## src/rtl/core/ipv4rhc_pkg.sv

```systemverilog
package ipv4rhc_pkg;

    // apb register map
    localparam int APB_ADDR_W = 5;
    localparam int APB_DATA_W = 32;

    typedef logic [2:0] t_reg_index;

    localparam t_reg_index REG_LOCAL_ADDRESS     = 3'd0;
    localparam t_reg_index REG_SUBNET_BROADCAST  = 3'd1;
    localparam t_reg_index REG_PROTO_SLOT_ZERO   = 3'd2;
    localparam t_reg_index REG_PROTO_SLOT_ONE    = 3'd3;
    localparam t_reg_index REG_PROTO_SLOT_TWO    = 3'd4;
    localparam t_reg_index REG_PROTO_SLOT_THREE  = 3'd5;
    localparam t_reg_index REG_PROTO_SLOT_ENABLE = 3'd6;
    localparam t_reg_index REG_ICMP_REPLY_ENABLE = 3'd7;

    // protocol slots that have a register behind them
    localparam int SLOT_REGS = 4;

    // header layout
    localparam int ADDRESS_BYTES = 4;
    localparam int SRC_OFFSET    = 12;
    localparam int DST_OFFSET    = SRC_OFFSET + ADDRESS_BYTES;
    localparam int TTL_OFFSET    = 8;
    localparam int PROTO_OFFSET  = 9;
    localparam int TLEN_HI_OFS   = 2;
    localparam int TLEN_LO_OFS   = 3;
    localparam int MIN_HDR_WORDS = 5;

    typedef logic [2:0] t_verdict;

    localparam t_verdict VERDICT_DELIVER      = 3'd0;
    localparam t_verdict VERDICT_ICMP_UNREACH = 3'd1;
    localparam t_verdict VERDICT_DROP         = 3'd2;
    localparam t_verdict VERDICT_BAD_CHECKSUM = 3'd3;
    localparam t_verdict VERDICT_ZERO_TTL     = 3'd4;
    localparam t_verdict VERDICT_BAD_LENGTH   = 3'd5;
    localparam t_verdict VERDICT_NOT_OURS     = 3'd6;

    typedef struct packed {
        logic [7:0] data_byte;
        logic       last_byte;
    } t_rx_beat;

    typedef struct packed {
        t_verdict    verdict;
        logic [7:0]  protocol;
        logic [5:0]  header_bytes;
        logic [15:0] payload_bytes;
        logic [31:0] source_address;
        logic [6:0]  icmp_reply_bytes;
    } t_verdict_item;

endpackage

```

## src/rtl/core/ipv4_receive_header_check.sv

```systemverilog
// channel   | direction | handshake               | payload
// ----------+-----------+-------------------------+-----------------------------
// packet in | in        | i_in_valid / o_in_stall | i_in_data  (t_rx_beat)
// verdict   | out       | o_out_valid / i_out_stall | o_out_data (t_verdict_item)
// config    | in        | apb psel/penable/pwrite | paddr, pwdata -> prdata
//
// one packet byte is taken every cycle while the input is not stalled; a byte is held in the
// input register and then folded into the header state
// a packet's verdict is loaded into the result register as its last byte leaves the input register
// reset (synchronous, active low) clears the packet state and restores the
// register defaults; no clearing pass is needed
// the input stalls only while a last byte waits for a result register that
// holds an earlier verdict the sink has not taken
module ipv4_receive_header_check #(
    parameter int PROTOCOL_SLOTS = 4
) (
    input  logic                              i_clk,
    input  logic                              i_rst_n,
    input  logic                              i_in_valid,
    output logic                              o_in_stall,
    input  ipv4rhc_pkg::t_rx_beat             i_in_data,
    output logic                              o_out_valid,
    input  logic                              i_out_stall,
    output ipv4rhc_pkg::t_verdict_item        o_out_data,
    input  logic                              psel,
    input  logic                              penable,
    input  logic                              pwrite,
    input  logic [ipv4rhc_pkg::APB_ADDR_W-1:0] paddr,
    input  logic [ipv4rhc_pkg::APB_DATA_W-1:0] pwdata,
    output logic [ipv4rhc_pkg::APB_DATA_W-1:0] prdata,
    output logic                              pready
);
    import ipv4rhc_pkg::*;

    // slots that are both configured and looked at
    localparam int CHECK_SLOTS = (PROTOCOL_SLOTS < SLOT_REGS) ? PROTOCOL_SLOTS : SLOT_REGS;

    // configuration registers
    logic [31:0] r_local_address;
    logic [31:0] r_subnet_broadcast;
    logic [7:0]  r_proto_slot [SLOT_REGS];
    logic [3:0]  r_proto_slot_enable;
    logic        r_icmp_reply_enable;

    // input register
    logic        r_in_valid;
    t_rx_beat    r_in_data;

    // per-packet header state
    logic [16:0] r_byte_count,       n_byte_count;
    logic [15:0] r_sum_accumulator,  n_sum_accumulator;
    logic [7:0]  r_high_byte_hold,   n_high_byte_hold;
    logic [3:0]  r_header_words,     n_header_words;
    logic [15:0] r_total_length,     n_total_length;
    logic [7:0]  r_ttl_value,        n_ttl_value;
    logic [7:0]  r_protocol_field,   n_protocol_field;
    logic [31:0] r_source_field,     n_source_field;
    logic [31:0] r_target_field,     n_target_field;

    // result register
    logic          r_out_valid;
    t_verdict_item r_out_data, n_out_data;

    logic        in_accept;
    logic        out_free;
    logic        proc_go;
    logic        cfg_write;
    t_reg_index  cfg_index;

    logic [7:0]  beat_byte;
    logic [5:0]  hdr_bytes;
    logic [16:0] hdr_bytes_ext;
    logic        in_header;
    logic [16:0] sum_wide;
    logic        bad_length;
    logic        addr_ok;
    logic        proto_known;
    logic [16:0] payload_diff;

    // ---------------- handshakes ----------------
    // result register can load when empty or being drained this cycle
    assign out_free   = !r_out_valid || !i_out_stall;
    // a held byte moves on unless it closes a packet and the verdict has nowhere to go
    assign proc_go    = r_in_valid && (!r_in_data.last_byte || out_free);
    assign o_in_stall = r_in_valid && !proc_go;
    assign in_accept  = i_in_valid && !o_in_stall;

    assign o_out_valid = r_out_valid;
    assign o_out_data  = r_out_data;

    always_ff @(posedge i_clk) begin
        if (!i_rst_n) begin
            r_in_valid <= 1'b0;
        end else if (!o_in_stall) begin
            r_in_valid <= in_accept;
        end
    end

    always_ff @(posedge i_clk) begin
        if (in_accept) begin
            r_in_data <= i_in_data;
        end
    end

    // ---------------- header state update ----------------
    always_comb begin
        n_byte_count      = r_byte_count;
        n_sum_accumulator = r_sum_accumulator;
        n_high_byte_hold  = r_high_byte_hold;
        n_header_words    = r_header_words;
        n_total_length    = r_total_length;
        n_ttl_value       = r_ttl_value;
        n_protocol_field  = r_protocol_field;
        n_source_field    = r_source_field;
        n_target_field    = r_target_field;

        beat_byte = r_in_data.data_byte;

        // first byte carries version and ihl; ihl is live for this same byte
        if (r_byte_count == 17'd0) begin
            n_header_words = beat_byte[3:0];
        end
        hdr_bytes     = {n_header_words, 2'b00};
        hdr_bytes_ext = {11'd0, hdr_bytes};
        in_header     = r_byte_count < hdr_bytes_ext;

        // one's-complement sum of header words, end-around carry folded in
        sum_wide = {1'b0, r_sum_accumulator} + {1'b0, r_high_byte_hold, beat_byte};
        if (in_header) begin
            if (!r_byte_count[0]) begin
                n_high_byte_hold = beat_byte;
            end else begin
                n_sum_accumulator = sum_wide[15:0] + {15'd0, sum_wide[16]};
            end
        end

        if (r_byte_count == 17'(TLEN_HI_OFS)) begin
            n_total_length[15:8] = beat_byte;
        end
        if (r_byte_count == 17'(TLEN_LO_OFS)) begin
            n_total_length[7:0] = beat_byte;
        end
        if (r_byte_count == 17'(TTL_OFFSET)) begin
            n_ttl_value = beat_byte;
        end
        if (r_byte_count == 17'(PROTO_OFFSET)) begin
            n_protocol_field = beat_byte;
        end
        if (r_byte_count >= 17'(SRC_OFFSET) &&
            r_byte_count < 17'(SRC_OFFSET + ADDRESS_BYTES)) begin
            n_source_field = {r_source_field[23:0], beat_byte};
        end
        if (r_byte_count >= 17'(DST_OFFSET) &&
            r_byte_count < 17'(DST_OFFSET + ADDRESS_BYTES)) begin
            n_target_field = {r_target_field[23:0], beat_byte};
        end

        // saturates at 65536, meaning an oversize packet
        if (!r_byte_count[16]) begin
            n_byte_count = r_byte_count + 17'd1;
        end
    end

    // ---------------- verdict ----------------
    always_comb begin
        bad_length = (n_header_words < 4'(MIN_HDR_WORDS)) ||
                     (n_byte_count < hdr_bytes_ext) || n_byte_count[16];

        addr_ok = (n_target_field == 32'hFFFF_FFFF) ||
                  (n_target_field == r_subnet_broadcast) ||
                  (n_target_field == r_local_address);

        proto_known = 1'b0;
        for (int i = 0; i < CHECK_SLOTS; i++) begin
            if (r_proto_slot_enable[i] && (r_proto_slot[i] == n_protocol_field)) begin
                proto_known = 1'b1;
            end
        end

        n_out_data = '0;
        if (bad_length) begin
            n_out_data.verdict = VERDICT_BAD_LENGTH;
        end else if (n_sum_accumulator != 16'hFFFF) begin
            n_out_data.verdict = VERDICT_BAD_CHECKSUM;
        end else if (n_ttl_value == 8'd0) begin
            n_out_data.verdict = VERDICT_ZERO_TTL;
        end else if ({1'b0, n_total_length} != n_byte_count) begin
            n_out_data.verdict = VERDICT_BAD_LENGTH;
        end else if (!addr_ok) begin
            n_out_data.verdict = VERDICT_NOT_OURS;
        end else if (proto_known) begin
            n_out_data.verdict = VERDICT_DELIVER;
        end else if (r_icmp_reply_enable) begin
            n_out_data.verdict = VERDICT_ICMP_UNREACH;
        end else begin
            n_out_data.verdict = VERDICT_DROP;
        end

        // payload clamps at 65535 when the count saturated with no header
        payload_diff = n_byte_count - hdr_bytes_ext;
        if (n_byte_count > hdr_bytes_ext) begin
            n_out_data.payload_bytes = payload_diff[16] ? 16'hFFFF : payload_diff[15:0];
        end else begin
            n_out_data.payload_bytes = 16'd0;
        end

        n_out_data.protocol         = n_protocol_field;
        n_out_data.header_bytes     = hdr_bytes;
        n_out_data.source_address   = n_source_field;
        n_out_data.icmp_reply_bytes = {({1'b0, n_header_words} + 5'd3), 2'b00};
    end

    always_ff @(posedge i_clk) begin
        if (!i_rst_n) begin
            r_byte_count      <= '0;
            r_sum_accumulator <= '0;
            r_high_byte_hold  <= '0;
            r_header_words    <= '0;
            r_total_length    <= '0;
            r_ttl_value       <= '0;
            r_protocol_field  <= '0;
            r_source_field    <= '0;
            r_target_field    <= '0;
        end else if (proc_go) begin
            if (r_in_data.last_byte) begin
                // packet closed, start clean for the next one
                r_byte_count      <= '0;
                r_sum_accumulator <= '0;
                r_high_byte_hold  <= '0;
                r_header_words    <= '0;
                r_total_length    <= '0;
                r_ttl_value       <= '0;
                r_protocol_field  <= '0;
                r_source_field    <= '0;
                r_target_field    <= '0;
            end else begin
                r_byte_count      <= n_byte_count;
                r_sum_accumulator <= n_sum_accumulator;
                r_high_byte_hold  <= n_high_byte_hold;
                r_header_words    <= n_header_words;
                r_total_length    <= n_total_length;
                r_ttl_value       <= n_ttl_value;
                r_protocol_field  <= n_protocol_field;
                r_source_field    <= n_source_field;
                r_target_field    <= n_target_field;
            end
        end
    end

    always_ff @(posedge i_clk) begin
        if (!i_rst_n) begin
            r_out_valid <= 1'b0;
        end else if (proc_go && r_in_data.last_byte) begin
            r_out_valid <= 1'b1;
        end else if (!i_out_stall) begin
            r_out_valid <= 1'b0;
        end
    end

    always_ff @(posedge i_clk) begin
        if (proc_go && r_in_data.last_byte) begin
            r_out_data <= n_out_data;
        end
    end

    // ---------------- configuration port ----------------
    assign pready    = 1'b1;
    assign cfg_write = psel && penable && pwrite;
    assign cfg_index = paddr[4:2];

    always_ff @(posedge i_clk) begin
        if (!i_rst_n) begin
            r_local_address     <= 32'h0000_0000;
            r_subnet_broadcast  <= 32'hFFFF_FFFF;
            r_proto_slot[0]     <= 8'd1;
            r_proto_slot[1]     <= 8'd6;
            r_proto_slot[2]     <= 8'd17;
            r_proto_slot[3]     <= 8'd0;
            r_proto_slot_enable <= 4'd7;
            r_icmp_reply_enable <= 1'b1;
        end else if (cfg_write) begin
            unique case (cfg_index)
                REG_LOCAL_ADDRESS:     r_local_address     <= pwdata;
                REG_SUBNET_BROADCAST:  r_subnet_broadcast  <= pwdata;
                REG_PROTO_SLOT_ZERO:   r_proto_slot[0]     <= pwdata[7:0];
                REG_PROTO_SLOT_ONE:    r_proto_slot[1]     <= pwdata[7:0];
                REG_PROTO_SLOT_TWO:    r_proto_slot[2]     <= pwdata[7:0];
                REG_PROTO_SLOT_THREE:  r_proto_slot[3]     <= pwdata[7:0];
                REG_PROTO_SLOT_ENABLE: r_proto_slot_enable <= pwdata[3:0];
                REG_ICMP_REPLY_ENABLE: r_icmp_reply_enable <= pwdata[0];
                default: ;
            endcase
        end
    end

    always_comb begin
        unique case (cfg_index)
            REG_LOCAL_ADDRESS:     prdata = r_local_address;
            REG_SUBNET_BROADCAST:  prdata = r_subnet_broadcast;
            REG_PROTO_SLOT_ZERO:   prdata = {24'd0, r_proto_slot[0]};
            REG_PROTO_SLOT_ONE:    prdata = {24'd0, r_proto_slot[1]};
            REG_PROTO_SLOT_TWO:    prdata = {24'd0, r_proto_slot[2]};
            REG_PROTO_SLOT_THREE:  prdata = {24'd0, r_proto_slot[3]};
            REG_PROTO_SLOT_ENABLE: prdata = {28'd0, r_proto_slot_enable};
            REG_ICMP_REPLY_ENABLE: prdata = {31'd0, r_icmp_reply_enable};
            default:               prdata = '0;
        endcase
    end

endmodule

```

## config.mk

```make
export PLATFORM = sky130hd
export DESIGN_NAME = ipv4_receive_header_check
export DESIGN_NICKNAME = d
export VERILOG_FILES = /design/src/rtl/core/ipv4rhc_pkg.sv /design/src/rtl/core/ipv4_receive_header_check.sv
export SDC_FILE = /design/constraint.sdc
export NUM_CORES = 1
export LEC_CHECK = 0
export BUFFER_PORTS_ARGS = -buffer_cell sky130_fd_sc_hd__clkbuf_2
export CORE_ASPECT_RATIO = 0.6
export CORE_UTILIZATION = 25
export DETAILED_ROUTE_END_ITERATION = 16
export PLACE_DENSITY_LB_ADDON = 0.1
export SLEW_MARGIN = 15
export SYNTH_ARGS = -nofsm -noshare
export SYNTH_HDL_FRONTEND = slang
export SYNTH_SLANG_ARGS = --single-unit
```

## constraint.sdc

```tcl
create_clock -name i_clk -period 4.84 [get_ports i_clk]
set_clock_uncertainty 0.2 [all_clocks]
set_input_delay 0.484 -clock i_clk [delete_from_list [all_inputs] [get_ports i_clk]]
set_output_delay 0.484 -clock i_clk [all_outputs]
set_load 0.01 [all_outputs]
```

==> flow_summary.toml, run 1 <==
[synthesis]
synth_area_leaders = "dfxtp_1 24%, edfxtp_1 18%, nor2b_1 4.9%"
syn_area_um2 = 17900
syn_area_per_cell_um2 = 9.22
synth_edf_count = 109
synth_top_area_share_pct = 23.7
yosysSeqAreaShare_pct = 42.1
synth_async_sr_flop_share_pct = 0
synthCells = 1939
synth_ff_type = "dfxtp_1"
synth_top_cell_by_area = "dfxtp_1"
synth-seq-cells = 321
synth.distinct_cells = 73
yosysWarnings = 0

[placement]
gp_congestion = 0.963
place_ws_ns = -0.0418
portBuffers = 152
place_area_um2 = 19800
dpl.hpwl_um = 53400

[floorplanning]
top_level_ports = 160
fp.coreArea_um2 = 70300
num_rows = 75
die_x_um = 347
initial_utilization_pct = 25.4
die_h_um = 209
die-area_um2 = 72600

[routing]
via_per_inst = 5.08
drt_iter0_markers = 1534
via_count = 15521
dr.pass1.iters = 5
drc = 0
wl_um = 71600
drtAntennaViolNets = 0
routedWlPerCell_um = 23.4

[timing]
rsz0062_at_grt = "yes"
timing.fmax_mhz = 212
fin_ws_ns = 0.131
tightest_slew_ns = 1.16
maxSlewHeadroom_pct = 22.3
finalSetupViolations = 0
whs_ns = 0.0288
slew_violations = 0
fin_crit_ns = 4.71
period_share_pct = 97.3
hold_violations = 0

[worst_setup_path]
cp-end-kind = "register"
crit_fanout = 3
start_kind = "register"
cp.required_ns = 4.95
critPathKind = "register to register"
arrival_ns = 4.82

[grt]
antenna_found_initial = 1
grt_max_degree = 84
grt_overflow = 0
grt_pass1_wl_um = 105000
grtUsageTotal_pct = 19.5
grt_pass1_vias = 14778

[clock_tree]
numCtsBuffers = 38
ctsLongestPathBuffers = 3
cts_tree = "done"
cts_htree_levels = 2
clk_pin_slew_ns = 0.06
clockRootBuffer = "clkbuf_16"
cts_sinks = 321
clk_latency_ns = 0.59

[layout]
final_cell_mix = "212 x dfxtp_1, 205 x nand2_1, 151 x clkbuf_2"
final_common_cell = "dfxtp_1"
syn_to_final_growth_pct = 21.0
finish.instance_area_um2 = 21600
n_fill_cell = 7276
layout-drive-gt1-share_pct = 18.0
nets = 2185
num_antenna_cells = 0

[power_and_ir_drop]
ir_drop_mv = 0.196
p_per_area_nw_per_um2 = 296
p_leak_nw = 8.30

[outcome]
status = "completed"

[run]
cap_violations = 0

[min_path]
min_path_type = "input pin to register"
## power by group
group | switching [mW] | total [mW] | internal (mW)
clock network | 1.28 | 2.99 | 1.71
logic | 0.339 | 0.537 | 0.198
registers | 0.0527 | 2.88 | 2.83
## final timing paths
kind	endpoint	slack, ns	cells after the start	start
setup / recovery	o_out_data[69]	0.13	21	beat_byte[6]
hold / removal	r_local_address[4]	0.03	3	pwdata[4]
setup reg to reg	o_out_data[69]	0.13	21	beat_byte[6]
hold reg to reg	r_local_address[6]	0.29	2	r_local_address[6]
## kinds of logic (layout without fill, tap and decap cells)
family | after synthesis | in the layout | synth area share (%)
simple gates | 696 | 696 | 20.8
fa+ha+maj | 32 | 32 | 2.32
buf+inv | 223 | 411 | 4.89
flops | 321 | 321 | 42.1
other cells | 2 | 5 | 0.0420
mux | 89 | 89 | 5.50
xor+xnor | 172 | 172 | 8.43
compound gates | 404 | 404 | 15.9
## cell type report
class                   count  area, um2  share of cell area [%]
multi-input cells        1398       9710                    44.9
clock buffers              56       1110                    5.14
well taps                 924       1160                    5.34
flip-flops and latches    321       7520                    34.8
clock inverters            14        143                   0.659
repair buffers            266       1710                    7.91
inverters                  75        282                    1.30
## sequential cells by signal (all words and copies together) (netlist names)
signal,cells
r_proto_slot,32
r_protocol_field,8
r_proto_slot_enable,4
o_out_data,68
r_subnet_broadcast,32
r_high_byte_hold,8
r_in_data,1
r_local_address,32
o_out_valid,1
r_byte_count,17
r_in_valid,1
r_source_field,32
r_ttl_value,8
r_target_field,32
r_icmp_reply_enable,1
r_sum_accumulator,16
beat_byte,8
r_header_words,4
r_total_length,16
## Yosys cell counts, types with 37 or more instances
cell type / count
dfxtp_1: 212
nand2_1: 206
nor2b_1: 140
clkbuf_1: 129
a22oi_1: 116
edfxtp_1: 109
xor2_1: 100
inv_1: 74
xnor2_1: 72
nor2_1: 60
a21oi_1: 59
nand3_1: 57
and2_1: 55
mux2i_1: 51
o21ai_0: 47
nand4_1: 37
## what timing repair did
action / 4_1_cts / 5_1_grt
gates cloned: 0 / 0
hold buffers: 35 / 0
resized for setup: 3 / 31
setup buffers: 0 / 3
setup endpoints to repair: 2 / 5
pin swaps: 0 / 20
hold endpoints to repair: 58 / 0
## routing by layer
layer  vias to the layer above  GRT usage [%]  wire, um
met4                         0           3.78      1100
met1                      7647           32.4     39200
li1                       7235              -         -
met5                         -              0         0
met2                       569           23.5     25300
met3                        70           5.20      6030
## metrics by stage
stage          setup TNS (ns)  total power, mW  instances  util (%)
6_report                    0             6.41       3054      30.8
5_1_grt                -0.255             6.65       3054      30.8
4_1_cts                     0             6.48       3051      30.5
3_5_place_dp          -0.0418             3.44       2946      28.2
3_3_place_gp                0             3.44       2946      28.2
2_1_floorplan               0             3.21       1942         -
## worst max-delay path: stages, from the launching register on
cell,delay (ns)
edfxtp_1,0.46
ha_4,0.25
a21oi_2,0.19
a2111oi_2,0.12
or3_1,0.38
o21a_1,0.21
nor2_1,0.08
nor2_1,0.05
o21a_1,0.18
o21ai_2,0.11
nand2b_1,0.13
ha_2,0.21
ha_1,0.19
buf_4,0.15
xor2_2,0.16
nand3_1,0.11
nor4_2,0.32
and4_1,0.28
a31oi_2,0.12
nor4_2,0.28
buf_4,0.18
o211ai_1,0.08
No activity file was read; power rests on OpenSTA's default activity.
==> run 2: changes to the inputs <==
--- a/config.mk
+++ b/config.mk
@@ -10,6 +10,7 @@
 export CORE_UTILIZATION = 25
 export DETAILED_ROUTE_END_ITERATION = 16
 export PLACE_DENSITY_LB_ADDON = 0.1
+export SETUP_SLACK_MARGIN = 0.15
 export SLEW_MARGIN = 15
 export SYNTH_ARGS = -nofsm -noshare
 export SYNTH_HDL_FRONTEND = slang
==> run 2 against run 1 <==
Total power about the same. Utilization hardly changed. Combinational power barely moved. Sequential power about the same. Cell count increased by 0.13%. Largest cell class unchanged. Sequential share of layout area barely moved. Non-clock buffer count up 4. Critical endpoint unchanged. Hold slack got worse by 0.0042 ns. Global-route usage rose by 0.068 points. Highest routed layer unchanged. Register-to-register slack improved by 0.11 ns. Clock power hardly changed. Die area did not move. Largest power group unchanged.
==> flow_summary.toml, run 2 (synthesis gave the netlist of run 1 again) <==
[clock_tree]
clk_latency_ns = 0.58
cts_tree = "done"
ctsLongestPathBuffers = 3
numCtsBuffers = 38
clk_pin_slew_ns = 0.06
cts_htree_levels = 2
cts_sinks = 321
clockRootBuffer = "clkbuf_16"

[timing]
tightest_slew_ns = 1.17
maxSlewHeadroom_pct = 21.7
finalSetupViolations = 0
setup_tns_ns = 0
hold_violations = 0
timing.fmax_mhz = 217
fin_crit_ns = 4.60
rsz0062_at_grt = "yes"
period_share_pct = 95.0
slew_violations = 0

[routing]
drt_iter0_markers = 1460
via_per_inst = 5.06
drc = 0
dr.pass1.iters = 6
wl_um = 71800
via_count = 15487
routedWlPerCell_um = 23.5
drtAntennaViolNets = 0

[worst_setup_path]
crit_fanout = 3
slowest_stage = "a2111oi_2"
slowest_delay_ns = 0.48
cp-end-kind = "register"
path_delay_family = "simple AND/OR/NAND/NOR gates"
critPathBufInv = 3
cp.required_ns = 4.95
arrival_ns = 4.71
start_kind = "register"
cpMostUsedCell = "buf_4"
path_cells = "ha_4, a21oi_4, a2111oi_2, or3_1, o21a_1, nor2_1, nor2_1, o21a_1, o21ai_2, nand2b_1, ha_2, buf_4, ha_2, nand2_1, nand4bb_4, buf_4, xor2_1, and4_1, a31oi_2, nor4_2, buf_4, o211ai_1"
critPathKind = "register to register"

[placement]
gp_congestion = 0.963
place_area_um2 = 19800
portBuffers = 152
dp.cells = 2946
dpl.hpwl_um = 53400

[layout]
syn_to_final_growth_pct = 21.1
nets = 2189
num_antenna_cells = 0
n_fill_cell = 7275
seq_area_um2 = 7520
largest_reg_flops = 68
final_cell_mix = "212 x dfxtp_1, 205 x nand2_1, 151 x clkbuf_2"
finish.instance_area_um2 = 21600
multiInputGateArea_um2 = 9690
layout-drive-gt1-share_pct = 18.0
final_common_cell = "dfxtp_1"
instances_no_fill = 3058

[power_and_ir_drop]
ir_drop_mv = 0.196
p_total_mw = 6.41
p_leak_nw = 8.31
p_per_area_nw_per_um2 = 296

[grt]
grtUsageTotal_pct = 19.5
grt_pass1_wl_um = 105000
grt_pass1_vias = 14874
grt_max_degree = 84
grt_overflow = 0
antenna_found_initial = 1

[floorplanning]
die-area_um2 = 72600
die_h_um = 209
die_x_um = 347
fp.coreArea_um2 = 70300
top_level_ports = 160
num_rows = 75
initial_utilization_pct = 25.4

[outcome]
status = "completed"

[min_path]
min_path_type = "input pin to register"

[run]
cap_violations = 0
## run 2: metrics by stage
step	setup WS (ns)	util (%)	hold slack, ns
2_1_floorplan	0.272	-	0.257
3_3_place_gp	0.0129	28.2	0.277
3_5_place_dp	-0.0418	28.2	0.286
4_1_cts	0.154	30.7	0.00672
5_1_grt	-0.109	30.8	0.0167
6_report	0.241	30.8	0.0246
## run 2: final cells by class
type                       instances  area share [%]
sequential                       321            34.7
timing repair buffer             270            8.04
tap                              924            5.34
clock buffer                      56            5.14
multi-input combinational       1398            44.8
inverter                          75            1.30
clock inverter                    14           0.659
## run 2: path summary, 6_finish.rpt
path | start | endpoint | slack (ns) | cells past startpoint
worst max-delay path | beat_byte[6] | o_out_data[69] | 0.24 | 22
worst min-delay path | pwdata[4] | r_local_address[4] | 0.02 | 3
worst max register to register | beat_byte[6] | o_out_data[69] | 0.24 | 22
worst min register to register | r_local_address[6] | r_local_address[6] | 0.29 | 2
## run 2: repair_timing
action,CTS,global route
hold buffers,35,0
hold endpoints to repair,58,0
setup buffers,5,2
gates resized for setup,25,6
pin swaps,14,18
setup endpoints to repair,3,3
## run 2: layer usage
metal,track usage (%),part of all wire [%],up-vias
met3,5.25,8.4,70
met4,3.78,1.5,0
met5,0,0,-
li1,-,-,7241
met1,32.4,55,7640
met2,23.7,35,536
## run 2: worst reg2reg max path, cell delays in order (launching register included)
cell       delay (ns)
edfxtp_1         0.46
ha_4             0.33
a21oi_4          0.06
a2111oi_2        0.48
or3_1            0.20
o21a_1           0.14
nor2_1           0.04
nor2_1           0.11
o21a_1           0.14
o21ai_2          0.05
nand2b_1         0.14
ha_2             0.20
buf_4            0.10
ha_2             0.17
nand2_1          0.07
nand4bb_4        0.23
buf_4            0.17
xor2_1           0.22
and4_1           0.27
a31oi_2          0.12
nor4_2           0.20
buf_4            0.18
o211ai_1         0.08
## run 2: where the power goes
group	internal [mW]	switching (mW)	total [mW]
Combinational	0.200	0.340	0.540
Clock	1.71	1.28	2.99
Sequential	2.83	0.0528	2.88
==> run 3: changes to the inputs <==
--- a/config.mk
+++ b/config.mk
@@ -10,6 +10,7 @@
 export CORE_UTILIZATION = 25
 export DETAILED_ROUTE_END_ITERATION = 16
 export PLACE_DENSITY_LB_ADDON = 0.1
+export RECOVER_POWER = 100
 export SETUP_SLACK_MARGIN = 0.15
 export SLEW_MARGIN = 15
 export SYNTH_ARGS = -nofsm -noshare
==> run 3 against run 2 <==
The run now ends with max-capacitance violations, max-slew violations left. Sequential power is essentially flat. Total power down 0.20%. Global-route usage unchanged. Sequential share of layout area increased by 0.36 points. Routed wire length rose by 0.37%. Utilization down 0.32 points. Maximum frequency down 2.0%. Die area unchanged.
==> flow_summary.toml, run 3 (synthesis gave the netlist of run 1 again) <==
[routing]
dr.pass1.iters = 6
wl_um = 72000
drtAntennaViolNets = 0
via_per_inst = 5.09
drt_iter0_markers = 1510
drc = 0
via_count = 15558
routedWlPerCell_um = 23.5

[layout]
nets = 2189
syn_to_final_growth_pct = 19.8
largest_reg_flops = 68
layout-drive-gt1-share_pct = 11.1
final_cell_mix = "212 x dfxtp_1, 206 x nand2_1, 139 x nor2b_1"
finish.instance_area_um2 = 21400
final_common_cell = "dfxtp_1"

[timing]
whs_ns = 0.0291
fin_crit_ns = 4.69
finalSetupViolations = 0
rsz0062_at_grt = "yes"
period_share_pct = 97.0
setup_tns_ns = 0
hold_violations = 0
fin_ws_ns = 0.145
tightest_slew_ns = 2.79
timing.fmax_mhz = 213
slew_violations = 434
maxSlewHeadroom_pct = -85.8

[clock_tree]
cts_sinks = 321
numCtsBuffers = 38
cts_htree_levels = 2
clockRootBuffer = "clkbuf_16"
ctsLongestPathBuffers = 3
cts_tree = "done"
clk_pin_slew_ns = 0.06
clk_latency_ns = 0.58

[power_and_ir_drop]
p_per_area_nw_per_um2 = 299
p_leak_nw = 7.93
ir_drop_mv = 0.195

[placement]
portBuffers = 152
gp_congestion = 0.963
dpl.hpwl_um = 53400
place_ws_ns = -0.0418
place_area_um2 = 19800

[worst_setup_path]
slowest_delay_ns = 0.56
critPathKind = "register to register"
arrival_ns = 4.81
cp-end-kind = "register"
slowest_stage = "nand4_1"
crit_fanout = 8
path_cells = "nor4_4, nand4_1, mux2i_1, ha_1, nand2_1, nor2_1, o21ai_1, a211oi_2, nor3_2, buf_2, nor4_1, a31oi_2, nor4_2, buf_4, o211ai_1"
cp.required_ns = 4.95
start_kind = "register"

[grt]
antenna_found_initial = 1
grtUsageTotal_pct = 19.5
grt_overflow = 0
grt_max_degree = 84
grt_pass1_vias = 14874
grt_pass1_wl_um = 105000

[floorplanning]
fp.coreArea_um2 = 70300
num_rows = 75
top_level_ports = 160
initial_utilization_pct = 25.4
die-area_um2 = 72600
die_h_um = 209
die_x_um = 347

[run]
cap_violations = 9

[min_path]
min_path_type = "input pin to register"

[outcome]
status = "finished with violations"
violations = "max-capacitance violations, max-slew violations"
## run 3: cell types whose count changed in the layout (fill, tap and decap cells not counted), sizes merged
| cell | delta |
|---|---|
| buf | -15 |
| clkbuf | +15 |
| diode | +1 |
## run 3: what timing repair did
action,4_1_cts,5_1_grt
setup buffers,5,2
hold endpoints to repair,58,0
resized for setup,25,6
pin swaps,14,18
endpoints found under the setup margin,3,3
hold buffers,35,0
## run 3: final cells by class
type	instances	area, um2
antenna	1	2.50
clock buffer	56	1110
clock inverter	14	143
fill	7343	48900
inverter	75	282
multi-input combinational	1398	9650
sequential	321	7520
tap	924	1160
timing repair buffer	270	1550
## run 3: path summary, 6_finish.rpt
check,to,start,slack [ns],cells after the start
setup / recovery,o_out_data[69],r_byte_count[16],0.15,15
hold / removal,r_subnet_broadcast[4],pwdata[4],0.03,3
setup reg to reg,o_out_data[69],r_byte_count[16],0.15,15
hold reg to reg,r_local_address[6],r_local_address[6],0.29,2
## run 3: worst max-delay path, delay by kind of cell (launching register included)
family / cells / cell delay (ns)
muxes: 1 / 0.29
buffers and inverters: 2 / 0.39
adders and majority gates: 1 / 0.34
AOI/OAI and AO/OA: 4 / 0.78
and+or+nand+nor: 7 / 1.98
DFF: 1 / 0.42
## run 3: routing by layer
layer	global-route usage, %	share of wire [%]	up-vias
met3	5.25	8.6	69
met2	23.7	35	586
li1	-	-	7235
met5	0	0	-
met1	32.4	55	7668
met4	3.78	1.5	0
## run 3: where the power goes
group / internal, mW / switching, mW / total, mW
clock: 1.71 / 1.27 / 2.99
combinational: 0.191 / 0.339 / 0.531
sequential: 2.83 / 0.0523 / 2.88
total: 4.73 / 1.67 / 6.40
## run 3: through the flow
stage                     total power, mW  util [%]  std cells
after floorplan                      3.21         -       1942
after global placement               3.44      28.2       2946
after detailed placement             3.44      28.2       2946
after CTS                            6.49      30.7       3056
after global routing                 6.64      30.5       3058
final                                6.40      30.5       3059
